[config.mk]
export PLATFORM = sky130hd
export DESIGN_NAME = noise_sphere_point_plotter
export DESIGN_NICKNAME = d
export VERILOG_FILES = /design/src/sv/nsp_pkg.sv /design/src/sv/nsp_tables.sv /design/src/sv/nsp_mul.sv /design/src/sv/noise_sphere_point_plotter.sv
export SDC_FILE = /design/constraint.sdc
export NUM_CORES = 2
export LEC_CHECK = 0
export ABC_CLOCK_PERIOD_IN_PS = 10600
export BUFFER_PORTS_ARGS = -buffer_cell sky130_fd_sc_hd__buf_4
export CORE_MARGIN = 2
export CORE_UTILIZATION = 39
export CTS_CLUSTER_SIZE = 24
export DETAILED_ROUTE_END_ITERATION = 10
export GPL_TIMING_DRIVEN = 0
export HOLD_SLACK_MARGIN = 0.02
export SYNTH_ARGS = -nofsm -noshare
export SYNTH_HDL_FRONTEND = slang
export SYNTH_SLANG_ARGS = --single-unit
export TNS_END_PERCENT = 30
[constraint.sdc]
create_clock -name clk_i -period 10.6 [get_ports clk_i]
set_input_delay 1.59 -clock clk_i [delete_from_list [all_inputs] [get_ports clk_i]]
set_output_delay 1.59 -clock clk_i [all_outputs]
set_load 0.02 [all_outputs]
[src/sv/nsp_pkg.sv]
package nsp_pkg;

  // Field widths
  localparam int BYTE_W     = 8;
  localparam int SCALE_W    = 10;
  localparam int CENTRE_W   = 12;
  localparam int PIX_W      = 14;
  localparam int VIEW_W     = 2;
  localparam int CFG_IDX_W  = 3;
  localparam int CFG_DATA_W = 12;

  // Default fraction bits of the trig / root values
  localparam int FRAC_BITS_DEF = 15;

  // Sine is stored as a quarter wave of a 512-step circle
  localparam int QUARTER = 128;
  localparam int SINE_IDX_W = 9;

  // pi in Q2.30
  localparam longint unsigned PI_Q30 = 64'd3373259426;

  // Register reset values
  localparam logic [SCALE_W-1:0]  SCALE_RST    = 10'd106;
  localparam logic [CENTRE_W-1:0] CENTRE_A_RST = 12'd106;
  localparam logic [CENTRE_W-1:0] CENTRE_B_RST = 12'd318;
  localparam logic [CENTRE_W-1:0] CENTRE_C_RST = 12'd530;
  localparam logic [CENTRE_W-1:0] CENTRE_V_RST = 12'd240;

  typedef enum logic [CFG_IDX_W-1:0] {
    REG_SCALE    = 3'd0,
    REG_CENTRE_A = 3'd1,
    REG_CENTRE_B = 3'd2,
    REG_CENTRE_C = 3'd3,
    REG_CENTRE_V = 3'd4
  } cfg_reg_e;

  typedef enum logic [VIEW_W-1:0] {
    VIEW_YZ = 2'd0,
    VIEW_XY = 2'd1,
    VIEW_ZX = 2'd2
  } view_e;

  // Taylor term divisor (2n)(2n+1), spelled out per step
  function automatic longint unsigned divide_term(longint unsigned term, int n);
    longint unsigned q;
    case (n)
      1:       q = term / 64'd6;
      2:       q = term / 64'd20;
      3:       q = term / 64'd42;
      4:       q = term / 64'd72;
      5:       q = term / 64'd110;
      6:       q = term / 64'd156;
      7:       q = term / 64'd210;
      8:       q = term / 64'd272;
      9:       q = term / 64'd342;
      10:      q = term / 64'd420;
      11:      q = term / 64'd506;
      default: q = term / 64'd600;
    endcase
    return q;
  endfunction

  // Quarter-wave sine entry k, evaluated at elaboration only
  function automatic longint unsigned quarter_sine(int k, int frac_bits);
    longint unsigned x;
    longint unsigned term;
    longint          sum;
    longint unsigned v;
    int              n;
    x    = (PI_Q30 * 64'(k)) >> 8;
    term = x;
    sum  = $signed(x);
    for (n = 1; n <= 12; n++) begin
      term = (term * x) >> 30;
      term = (term * x) >> 30;
      term = divide_term(term, n);
      if ((n % 2) == 1) sum = sum - $signed(term);
      else              sum = sum + $signed(term);
    end
    if (sum < 0) sum = 0;
    v = ($unsigned(sum) + (64'd1 << (29 - frac_bits))) >> (30 - frac_bits);
    if (v > (64'd1 << frac_bits)) v = 64'd1 << frac_bits;
    return v;
  endfunction

  // Rounded sqrt(b / 256) with frac_bits fraction bits, elaboration only
  function automatic longint unsigned root_q(int b, int frac_bits);
    longint unsigned v;
    longint unsigned s;
    longint unsigned t;
    int              i;
    v = 64'(b) << (2 * frac_bits - 8);
    s = 64'd0;
    for (i = 31; i >= 0; i--) begin
      t = s | (64'd1 << i);
      if (t * t <= v) s = t;
    end
    if (v - s * s > s) s = s + 64'd1;
    return s;
  endfunction

endpackage

[src/sv/nsp_tables.sv]
module nsp_tables #(
  parameter int FRAC_BITS = nsp_pkg::FRAC_BITS_DEF
) (
  input  logic [nsp_pkg::BYTE_W-1:0]     root_idx_i,
  input  logic [nsp_pkg::SINE_IDX_W-1:0] sine_idx_i,
  output logic [FRAC_BITS:0]             root_o,
  output logic signed [FRAC_BITS+1:0]    sine_o
);

  localparam int QW = FRAC_BITS + 1;
  localparam int RootDepth = 1 << nsp_pkg::BYTE_W;

  logic [QW-1:0] quarter_tab [0:nsp_pkg::QUARTER];
  logic [QW-1:0] root_tab    [0:RootDepth-1];

  for (genvar k = 0; k <= nsp_pkg::QUARTER; k++) begin : g_sine
    assign quarter_tab[k] = QW'(nsp_pkg::quarter_sine(k, FRAC_BITS));
  end

  for (genvar k = 0; k < RootDepth; k++) begin : g_root
    assign root_tab[k] = QW'(nsp_pkg::root_q(k, FRAC_BITS));
  end

  logic [7:0]    half_idx;
  logic [7:0]    fold_idx;
  logic [QW-1:0] mag;

  // Fold the half wave onto the stored quarter, then apply the sign
  always_comb begin
    half_idx = sine_idx_i[7:0];
    if ({1'b0, half_idx} <= 9'(nsp_pkg::QUARTER)) begin
      fold_idx = half_idx;
    end else begin
      fold_idx = 8'(9'(2 * nsp_pkg::QUARTER) - {1'b0, half_idx});
    end
    mag = quarter_tab[fold_idx];
    if (sine_idx_i[8]) begin
      sine_o = -$signed({1'b0, mag});
    end else begin
      sine_o = $signed({1'b0, mag});
    end
  end

  assign root_o = root_tab[root_idx_i];

endmodule

[src/sv/nsp_mul.sv]
module nsp_mul #(
  parameter int FRAC_BITS = nsp_pkg::FRAC_BITS_DEF,
  parameter int OP_W      = FRAC_BITS + 2
) (
  input  logic signed [OP_W-1:0] a_i,
  input  logic signed [OP_W-1:0] b_i,
  output logic signed [OP_W-1:0] p_o
);

  localparam int ProdW = 2 * OP_W;
  localparam logic signed [ProdW-1:0] Half = ProdW'(1) << (FRAC_BITS - 1);

  logic signed [ProdW-1:0] prod;
  logic signed [ProdW-1:0] biased;
  logic signed [ProdW-1:0] shifted;

  // Round to nearest, ties up: floor((a*b + half) / 2^FRAC_BITS)
  always_comb begin
    prod    = ProdW'(a_i) * ProdW'(b_i);
    biased  = prod + Half;
    shifted = biased >>> FRAC_BITS;
  end

  assign p_o = shifted[OP_W-1:0];

endmodule

[src/sv/noise_sphere_point_plotter.sv]
// Warm-up bytes (the first two after reset) are accepted in idle and give no word.
// Every later byte makes 7 passes through the single shared multiply-round unit,
// then gives 3 result words at one per cycle while the output does not stall; no
// new byte is taken before the last word loads. Output stalls stretch the last phase.
// Reset clears the byte count, newer_q, older_q, the sequencer and the output valid
// and loads the register defaults; sine and root tables are constant logic.
module noise_sphere_point_plotter #(
  parameter int FRAC_BITS = nsp_pkg::FRAC_BITS_DEF
) (
  input  logic                               clk_i,
  input  logic                               rst_ni,
  input  logic                               in_valid_i,
  output logic                               in_stall_o,
  input  logic [nsp_pkg::BYTE_W-1:0]         data_byte_i,
  output logic                               out_valid_o,
  input  logic                               out_stall_i,
  output logic signed [nsp_pkg::PIX_W-1:0]   pixel_x_o,
  output logic signed [nsp_pkg::PIX_W-1:0]   pixel_y_o,
  output logic [nsp_pkg::VIEW_W-1:0]         view_o,
  output logic                               last_o,
  input  logic                               cfg_valid_i,
  output logic                               cfg_ready_o,
  input  logic [nsp_pkg::CFG_IDX_W-1:0]      cfg_index_i,
  input  logic [nsp_pkg::CFG_DATA_W-1:0]     cfg_data_i
);

  localparam int OpW = (FRAC_BITS + 2 > nsp_pkg::SCALE_W + 1) ?
                       FRAC_BITS + 2 : nsp_pkg::SCALE_W + 1;
  localparam int PixW = nsp_pkg::PIX_W;
  localparam logic [nsp_pkg::SINE_IDX_W-1:0] CosOfs =
    nsp_pkg::SINE_IDX_W'(nsp_pkg::QUARTER);

  typedef enum logic [8:0] {
    S_IDLE = 9'b000000001,
    S_T    = 9'b000000010,
    S_X    = 9'b000000100,
    S_Y    = 9'b000001000,
    S_Z    = 9'b000010000,
    S_OY   = 9'b000100000,
    S_OZ   = 9'b001000000,
    S_OX   = 9'b010000000,
    S_EMIT = 9'b100000000
  } state_e;

  state_e state_q, state_d;

  // Configuration
  logic [nsp_pkg::SCALE_W-1:0]  scale_q;
  logic [nsp_pkg::CENTRE_W-1:0] centre_a_q, centre_b_q, centre_c_q, centre_v_q;

  // Byte history
  logic [1:0]                 bytes_seen_q;
  logic [nsp_pkg::BYTE_W-1:0] newer_q, older_q, phi_q;

  // Datapath
  logic [FRAC_BITS:0]          r_q;
  logic signed [FRAC_BITS+1:0] sin_q;
  logic signed [OpW-1:0]       t_q, x_q, y_q, z_q, oy_q, oz_q, ox_q;

  // Output word register
  nsp_pkg::view_e             view_q;
  logic                       out_valid_q;
  logic signed [PixW-1:0]     pixel_x_q, pixel_y_q;
  logic [nsp_pkg::VIEW_W-1:0] view_out_q;
  logic                       last_q;

  logic in_accept;
  logic out_load;

  logic [nsp_pkg::SINE_IDX_W-1:0] sine_idx;
  logic [FRAC_BITS:0]             root_val;
  logic signed [FRAC_BITS+1:0]    sine_val;
  logic signed [OpW-1:0]          mul_a, mul_b, mul_p;

  logic [nsp_pkg::CENTRE_W-1:0] centre_h;
  logic signed [OpW-1:0]        off_h, off_v;
  logic signed [PixW-1:0]       pixel_x_d, pixel_y_d;

  assign in_stall_o  = (state_q != S_IDLE);
  assign in_accept   = in_valid_i && !in_stall_o;
  assign cfg_ready_o = 1'b1;
  assign out_load    = (state_q == S_EMIT) && (!out_valid_q || !out_stall_i);

  nsp_tables #(
    .FRAC_BITS (FRAC_BITS)
  ) u_tables (
    .root_idx_i (data_byte_i),
    .sine_idx_i (sine_idx),
    .root_o     (root_val),
    .sine_o     (sine_val)
  );

  nsp_mul #(
    .FRAC_BITS (FRAC_BITS),
    .OP_W      (OpW)
  ) u_mul (
    .a_i (mul_a),
    .b_i (mul_b),
    .p_o (mul_p)
  );

  // Prefetch the sine operand of the next pass; after the byte shift,
  // older_q holds the middle byte
  always_comb begin
    case (state_q)
      S_T:     sine_idx = {1'b0, older_q} + CosOfs;
      S_X:     sine_idx = {1'b0, older_q};
      S_Y:     sine_idx = {phi_q, 1'b0} + CosOfs;
      default: sine_idx = {older_q, 1'b0};
    endcase
  end

  always_comb begin
    case (state_q)
      S_T: begin
        mul_a = OpW'($signed({1'b0, r_q}));
        mul_b = OpW'(sin_q);
      end
      S_X, S_Y: begin
        mul_a = t_q;
        mul_b = OpW'(sin_q);
      end
      S_Z: begin
        mul_a = OpW'($signed({1'b0, r_q}));
        mul_b = OpW'(sin_q);
      end
      S_OY: begin
        mul_a = OpW'($signed({1'b0, scale_q}));
        mul_b = y_q;
      end
      S_OZ: begin
        mul_a = OpW'($signed({1'b0, scale_q}));
        mul_b = z_q;
      end
      default: begin
        mul_a = OpW'($signed({1'b0, scale_q}));
        mul_b = x_q;
      end
    endcase
  end

  always_comb begin
    case (state_q)
      S_IDLE: state_d = (in_accept && bytes_seen_q == 2'd2) ? S_T : S_IDLE;
      S_T:    state_d = S_X;
      S_X:    state_d = S_Y;
      S_Y:    state_d = S_Z;
      S_Z:    state_d = S_OY;
      S_OY:   state_d = S_OZ;
      S_OZ:   state_d = S_OX;
      S_OX:   state_d = S_EMIT;
      S_EMIT: state_d = (out_load && view_q == nsp_pkg::VIEW_ZX) ? S_IDLE : S_EMIT;
      default: state_d = S_IDLE;
    endcase
  end

  // Compose the current view's word
  always_comb begin
    case (view_q)
      nsp_pkg::VIEW_YZ: begin
        centre_h = centre_a_q;
        off_h    = oy_q;
        off_v    = oz_q;
      end
      nsp_pkg::VIEW_XY: begin
        centre_h = centre_b_q;
        off_h    = ox_q;
        off_v    = oy_q;
      end
      default: begin
        centre_h = centre_c_q;
        off_h    = oz_q;
        off_v    = ox_q;
      end
    endcase
    pixel_x_d = $signed(PixW'(centre_h)) + PixW'(off_h);
    pixel_y_d = $signed(PixW'(centre_v_q)) - PixW'(off_v);
  end

  always_ff @(posedge clk_i or negedge rst_ni) begin
    if (!rst_ni) begin
      state_q      <= S_IDLE;
      bytes_seen_q <= 2'd0;
      newer_q      <= '0;
      older_q      <= '0;
      view_q       <= nsp_pkg::VIEW_YZ;
      out_valid_q  <= 1'b0;
      scale_q      <= nsp_pkg::SCALE_RST;
      centre_a_q   <= nsp_pkg::CENTRE_A_RST;
      centre_b_q   <= nsp_pkg::CENTRE_B_RST;
      centre_c_q   <= nsp_pkg::CENTRE_C_RST;
      centre_v_q   <= nsp_pkg::CENTRE_V_RST;
    end else begin
      state_q <= state_d;

      if (cfg_valid_i && cfg_ready_o) begin
        case (nsp_pkg::cfg_reg_e'(cfg_index_i))
          nsp_pkg::REG_SCALE:    scale_q    <= cfg_data_i[nsp_pkg::SCALE_W-1:0];
          nsp_pkg::REG_CENTRE_A: centre_a_q <= cfg_data_i[nsp_pkg::CENTRE_W-1:0];
          nsp_pkg::REG_CENTRE_B: centre_b_q <= cfg_data_i[nsp_pkg::CENTRE_W-1:0];
          nsp_pkg::REG_CENTRE_C: centre_c_q <= cfg_data_i[nsp_pkg::CENTRE_W-1:0];
          nsp_pkg::REG_CENTRE_V: centre_v_q <= cfg_data_i[nsp_pkg::CENTRE_W-1:0];
          default: ;
        endcase
      end

      if (in_accept) begin
        older_q <= newer_q;
        newer_q <= data_byte_i;
        if (bytes_seen_q != 2'd2) bytes_seen_q <= bytes_seen_q + 2'd1;
      end

      if (out_load) begin
        out_valid_q <= 1'b1;
        case (view_q)
          nsp_pkg::VIEW_YZ: view_q <= nsp_pkg::VIEW_XY;
          nsp_pkg::VIEW_XY: view_q <= nsp_pkg::VIEW_ZX;
          default:          view_q <= nsp_pkg::VIEW_YZ;
        endcase
      end else if (out_valid_q && !out_stall_i) begin
        out_valid_q <= 1'b0;
      end
    end
  end

  // Payload registers
  always_ff @(posedge clk_i) begin
    if (in_accept) begin
      phi_q <= older_q;
      r_q   <= root_val;
      sin_q <= sine_val;
    end
    case (state_q)
      S_T: begin
        t_q   <= mul_p;
        sin_q <= sine_val;
      end
      S_X: begin
        x_q   <= mul_p;
        sin_q <= sine_val;
      end
      S_Y: begin
        y_q   <= mul_p;
        sin_q <= sine_val;
      end
      S_Z:  z_q  <= mul_p;
      S_OY: oy_q <= mul_p;
      S_OZ: oz_q <= mul_p;
      S_OX: ox_q <= mul_p;
      default: ;
    endcase
    if (out_load) begin
      pixel_x_q  <= pixel_x_d;
      pixel_y_q  <= pixel_y_d;
      view_out_q <= view_q;
      last_q     <= (view_q == nsp_pkg::VIEW_ZX);
    end
  end

  assign out_valid_o = out_valid_q;
  assign pixel_x_o   = pixel_x_q;
  assign pixel_y_o   = pixel_y_q;
  assign view_o      = view_out_q;
  assign last_o      = last_q;

endmodule
* Word level (Yosys, flattened, before mapping) *
Memory sizes are Yosys's and may differ from the RTL's. A register that Yosys moved wholly into a read port is not among the register bits.
Cells that the tools add are included.
Widths: inputs -> output; s select.

storage, ports and cells
  flip-flop bits (word level) = 254
  bits in latches = 0
  bits in writable memories = 0
  ROM bits = 8192
  word-level logic and storage cells = 98
  memories = 2

memories
  name             words  bits a word  read ports  clocked after Yosys merged registers in  write ports  RTL line          text
  (no name shown)  256    16           1           0                                        0            nsp_tables.sv:36  mag = quarter_tab[fold_idx];
  (no name shown)  256    16           1           1                                        0            nsp_tables.sv:44  assign root_o = root_tab[root_idx_i];

operators by class
  add/subtract/negate cells = 8
  multiply operators = 1
  divide/modulo/power cells = 0
  order comparisons = 2
  eq/ne operators = 18
  shift-type cells = 0
  mux-type cells = 18
  bitwise logic cells = 2
  reduce and logical (&&, ||, !) cells = 23

operators by type and width
  cell                    count
  $pmux 9 s9              1
  $pmux 14 s2             2
  $mux 17                 3
  $pmux 17 s3             1
  $pmux 17 s2             1
  $add 32x16->32 const B  1
  $mul 17x17->32          1
  $mux 16                 2
  $pmux 9 s3              1
  $pmux 12 s2             1
  $not 8->9               2
  $neg 16->17             1
  $add 13x14->14          1
  $sub 13x14->14          1
  $reduce_and 2->1        6
  $add 8x8->9 const B     1
  $add 9x8->9 const B     1
  $eq 9x1->1 const B      1
  $eq 9x2->1 const B      1
  $eq 9x3->1 const B      1
  $eq 9x4->1 const B      1
  $eq 9x5->1 const B      1
  $eq 9x6->1 const B      1
  $eq 9x7->1 const B      1
  other kinds (27)        38

* Longest topological paths before layout *
  depth in word-level cells = 12
  gate-level depth with buffers = 37

* Cells and area by module *
From an unflattened synthesis, not the netlist that was laid out.

second synthesis, totals
  cells, all modules = 3278
  area total of the unflattened synthesis = 29704.7 um^2

by module, submodules not included
  module                      instances  cells each  area an instance (um^2)  sequential area each (um^2)
  noise_sphere_point_plotter  1          917         12014.0                  7694.9
  nsp_mul                     1          1081        10013.4                  0.0
  nsp_tables                  1          1280        7677.4                   0.0

* Worst setup path before layout *
OpenSTA, ideal clock, no wires.

  path type = reg2reg
  start = register state_q[1]
  end = register t_q[16], data pin
  data arrival time = 9361 ps
  data required time = 10413 ps
  path slack = 1052 ps
  cell stages (with the launch flop) = 34
  path buffers = 3
  cells stage by stage = dfrtp_1 > buf_2 > or3_1 > nor3_1 > a21o_1 > clkbuf_1 > clkbuf_1 > a222oi_1 > nand2_1 > o21a_1 > nand2_1 > fa_1 > fa_1 > fa_1 > fa_1 > inv_1 > fa_1 > inv_1 > fa_1 > inv_1 > ha_1 > and3_1 > a221o_1 > a21oi_1 > nand2_1 > a311oi_1 > o21ai_1 > a31oi_1 > o21ai_1 > a221oi_1 > o21ai_1 > o21ai_1 > a21oi_1 > a31oi_1

between the ends
  word-level cells in the longest chain between the ends = 5
  elaborated cells on any way between the ends = 13
  those cells by class = add/sub (1); mul (1); eq/ne (6); mux (2); reduce/logical (3)

ends and longest elaborated chain
  element                                                         RTL line                           text
  start: declaration                                              noise_sphere_point_plotter.sv:45   state_e state_q, state_d;
  start signal: assignment                                        noise_sphere_point_plotter.sv:194  state_q <= state_d;
  $eq 9x5->1, or another cell as far along                        noise_sphere_point_plotter.sv:114  case (state_q)
  $reduce_or 4->1 (no source line), or another cell as far along  --
  $pmux 17 s3 or $pmux 17 s2 (tied branches)                      noise_sphere_point_plotter.sv:114
  $mul 17x17->32 *                                                nsp_mul.sv:19                      prod = ProdW'(a_i) * ProdW'(b_i);
  $add 32x16->32 *                                                nsp_mul.sv:20                      biased = prod + Half;
  via mul_p[16]                                                   noise_sphere_point_plotter.sv:73   logic signed [OpW-1:0] mul_a, mul_b, mul_p;
  end signal: assignment                                          noise_sphere_point_plotter.sv:235  t_q <= mul_p;
  end: declaration                                                noise_sphere_point_plotter.sv:58   logic signed [OpW-1:0] t_q, x_q, y_q, z_q, oy_q, oz_q, ox_q;

Mark *: on every way through the listed nets, which the timed path passes. The rest lies on a longest branch.
A chain may end at the register's enable or synchronous reset.

* Worst setup path in the final report *
Same ends and word-level chain as after synthesis.

==> results.md <==
* Status: complete, but fails checks
* Failing checks: capacitance limit, slew limit
* Overflow after GRT at 0
* Net count, final at approximately 3700
* Vias after detailed routing at about 26000
* Hold Crit Start: newer_q[5]
* GRT met1 Usage at 0.400
* Core area at about 0.073 sq mm
* Min Tclk post-route at between 9 and 10 ns
* Initial antenna violation count at 2
* Largest net degree at the start of global routing at 89
* Critical path required time at around 11 ns
* LEAKAGE at 12.9 nW
* Ys Warns at 0
* Worst slew pin tran at between 1 and 1.5 ns
* Vias in the first global route at ~25000
* Number of H-tree levels at 1
* Initial core utilization at 0.394
* FF+latch count, synth at approximately 270
* Layout cells sized above 1 at 0.104
* CTS clock-pin slew for the worst setup and hold paths at 0.06 ns
* DRT Wirelength at 111000 um
* Met3 usage at 0.0532
* Hold Path Cell Cnt at 2
* Final worst setup slack at roughly 0.62 ns
* Area grow syn2layout at 9.95%
* Worst IR Drop VDD at 581 uV
* Final Skew at around 0.025 ns
* Setup slack, reg-to-reg at 0.62 ns
* Post-DR vias/cell at a little over 6
* Row count at 99
* CP max-delay cell: fa_1
* Boundary pin count at between 60 and 70
* Power density cells at ~360 mW/mm^2
* R2r worst-path depth at 35
* Top FF cell, synth: edfxtp_1
* Mapped Area at 0.0287 sq mm
* Crit Path Max Fanout at 10
* GRT busiest layer: met2
* Crit share post-route at 0.942
* Worst setup SP type: flop
* Setup TNS at 0 ns
* Total CTS buffers at 26
* CP Capture Type: flop
* DRC at 0
* Most frequent cells in the layout: 381 x nand2_1, 333 x inv_1, 320 x nor2_1, 284 x fa_1, 181 x edfxtp_1
* Number of synthesized flops with an enable pin at roughly 180
* Post-place setup slack at -1.43 ns
* Peak Freq at between 100 and 150 MHz
* R2r endpoint: t_q[16]
* Number of fillers in the final layout at around 7300
* GPL Wtd Cong at about 1.0
* Worst Hold Path EP: older_q[5]
* CP Data Arrival Time at 10.28 ns
* Synth async-reset ratio at 0.327
* Register area share after synthesis at 0.267
* Synth cell types at about 110
* Relative slew slack at -0.00621
* CP max stage delay at 0.52 ns
* CTS tree: built
* Max Slew Vio Count at 1
* DP HPWL at about 85000 um
* Cells after synthesis at roughly 3200
* TritonRoute pass-1 iters at 9
* Most common cell after layout, fill and taps aside: nand2_1
* Root Driver: clkbuf_16
* Die area at about 0.076 sq mm
* Clk sinks at around 270
* Die height at about 280 um
* Mapped Avg Cell Area at approximately 9 sq um
* DR iter-0 viols at 3290
* Number of diodes at 0
* Port Buf Inserts at 56
* Worst hold path type: flop to flop
* Final hold vios at 0
* Wirelength per Cell at roughly 26 um
* DIE WIDTH at 275 um
* All-Layer GR Usage at 0.294
* Skew-Pair Late Insertion Delay at about 0.54 ns
* Clock buffer depth at 3
* CP Class: flop to flop
* Met2 Track Usage GR at 0.458
* Syn_nets at approximately 3600
* Routed Antenna Nets at 0
* Final setup vio count at 0
* Unrepaired setup endpoints after global routing: no
* First-pass GRT wire length at 167000 um
* Worst r2r src: state_q[1]
* Max_cap viols at 1
## through the flow
stage,hold slack (ns),area [sq um],power [W],std cells,util
final,0.468,31600,0.0114,4258,0.433
after global routing,0.496,31600,0.0123,4258,0.433
after CTS,0.470,31500,0.0112,4253,0.432
after detailed placement,0.458,30500,0.0102,4205,0.418
after global placement,0.451,30400,0.0102,4194,0.416
after floorplan,0.423,28700,0.00743,3179,-
## per-layer routing
layer,vias up,part of all wire
li1,11200,-
met1,12800,0.41
met2,1493,0.44
met3,365,0.092
met4,2,0.053
met5,-,0.00047
## synth_stat cells (41+ instances only)
| master | instances | share of area |
|---|---|---|
| nand2_1 | 382 | 0.050 |
| inv_1 | 333 | 0.044 |
| nor2_1 | 320 | 0.042 |
| fa_1 | 284 | 0.20 |
| edfxtp_1 | 181 | 0.19 |
| o21ai_0 | 181 | 0.032 |
| a21oi_1 | 179 | 0.031 |
| clkbuf_1 | 150 | 0.020 |
| ha_1 | 136 | 0.059 |
| dfrtp_1 | 66 | 0.057 |
| mux2_2 | 61 | 0.024 |
| nand3_1 | 56 | 0.0098 |
| xnor2_1 | 56 | 0.017 |
| nor3_1 | 50 | 0.0087 |
| mux2i_1 | 49 | 0.017 |
| o211ai_1 | 45 | 0.012 |
| nand2b_1 | 41 | 0.0089 |
## report_power, final
| group | switching [W] | total [W] | internal, W |
|---|---|---|---|
| clock network | 0.000397 | 0.000958 | 0.000561 |
| registers | 0.000103 | 0.00233 | 0.00222 |
| logic | 0.00553 | 0.00811 | 0.00258 |
## state kept, by name, summed over array words and instances, names as in the netlist, 8 cells and up
name / flops
ox_q: 14
pixel_x_o: 14
centre_c_q: 12
older_q: 8
sin_q: 17
t_q: 17
y_q: 17
r_q: 15
x_q: 17
centre_v_q: 12
z_q: 17
state_q: 9
oy_q: 14
pixel_y_o: 14
centre_a_q: 12
centre_b_q: 12
newer_q: 8
phi_q: 8
scale_q: 10
oz_q: 14
## worst max path at each step
stage	end	slack (ns)	startpoint	cells after the start
5_1_grt	x_q[16]	0.06	state_q[1]	34
6_report	t_q[16]	0.62	state_q[1]	35
3_3_place_gp	y_q[16]	-2.70	state_q[1]	35
2_1_floorplan	t_q[16]	1.05	state_q[1]	33
3_5_place_dp	y_q[16]	-1.43	state_q[3]	35
4_1_cts	x_q[16]	0.0003	state_q[6]	35
## cell families (layout without fill, tap and decap cells)
logic type	Yosys count	count (layout)	synth area share
adder cells (fa/ha/maj)	422	422	0.258
flip-flops	269	269	0.267
AND/OR/NAND/NOR	985	985	0.154
buffers and inverters	555	675	0.0757
multiplexers	117	117	0.0465
AO/OA/AOI/OAI	748	748	0.173
XOR/XNOR	82	82	0.0266
other	1	1	0.000131
## critical path: cells and delay by family, from the launching register on
kind / cells / cell delay (ns)
flops: 1 / 0.48
fa+ha+maj: 7 / 2.77
buf+inv: 9 / 1.59
simple gates: 4 / 0.94
compound gates: 15 / 3.94
## final cells by class
class                   count  area (sq um)  area share
clock inverters            12           141     0.00448
clock buffers              36           739      0.0234
plain buffers             213           908      0.0288
well taps                 959          1200      0.0380
flip-flops and latches    269          7660       0.243
multi-input cells        2355         19100       0.604
inverters                 340          1280      0.0404
repair buffers             74           579      0.0183
## repair_timing
item	CTS	global route
setup buffers	0	7
gates resized for setup	23	20
pin swaps	0	5
setup endpoints to repair	82	54
hold buffers	0	0
(Power assumes the default switching activity.)
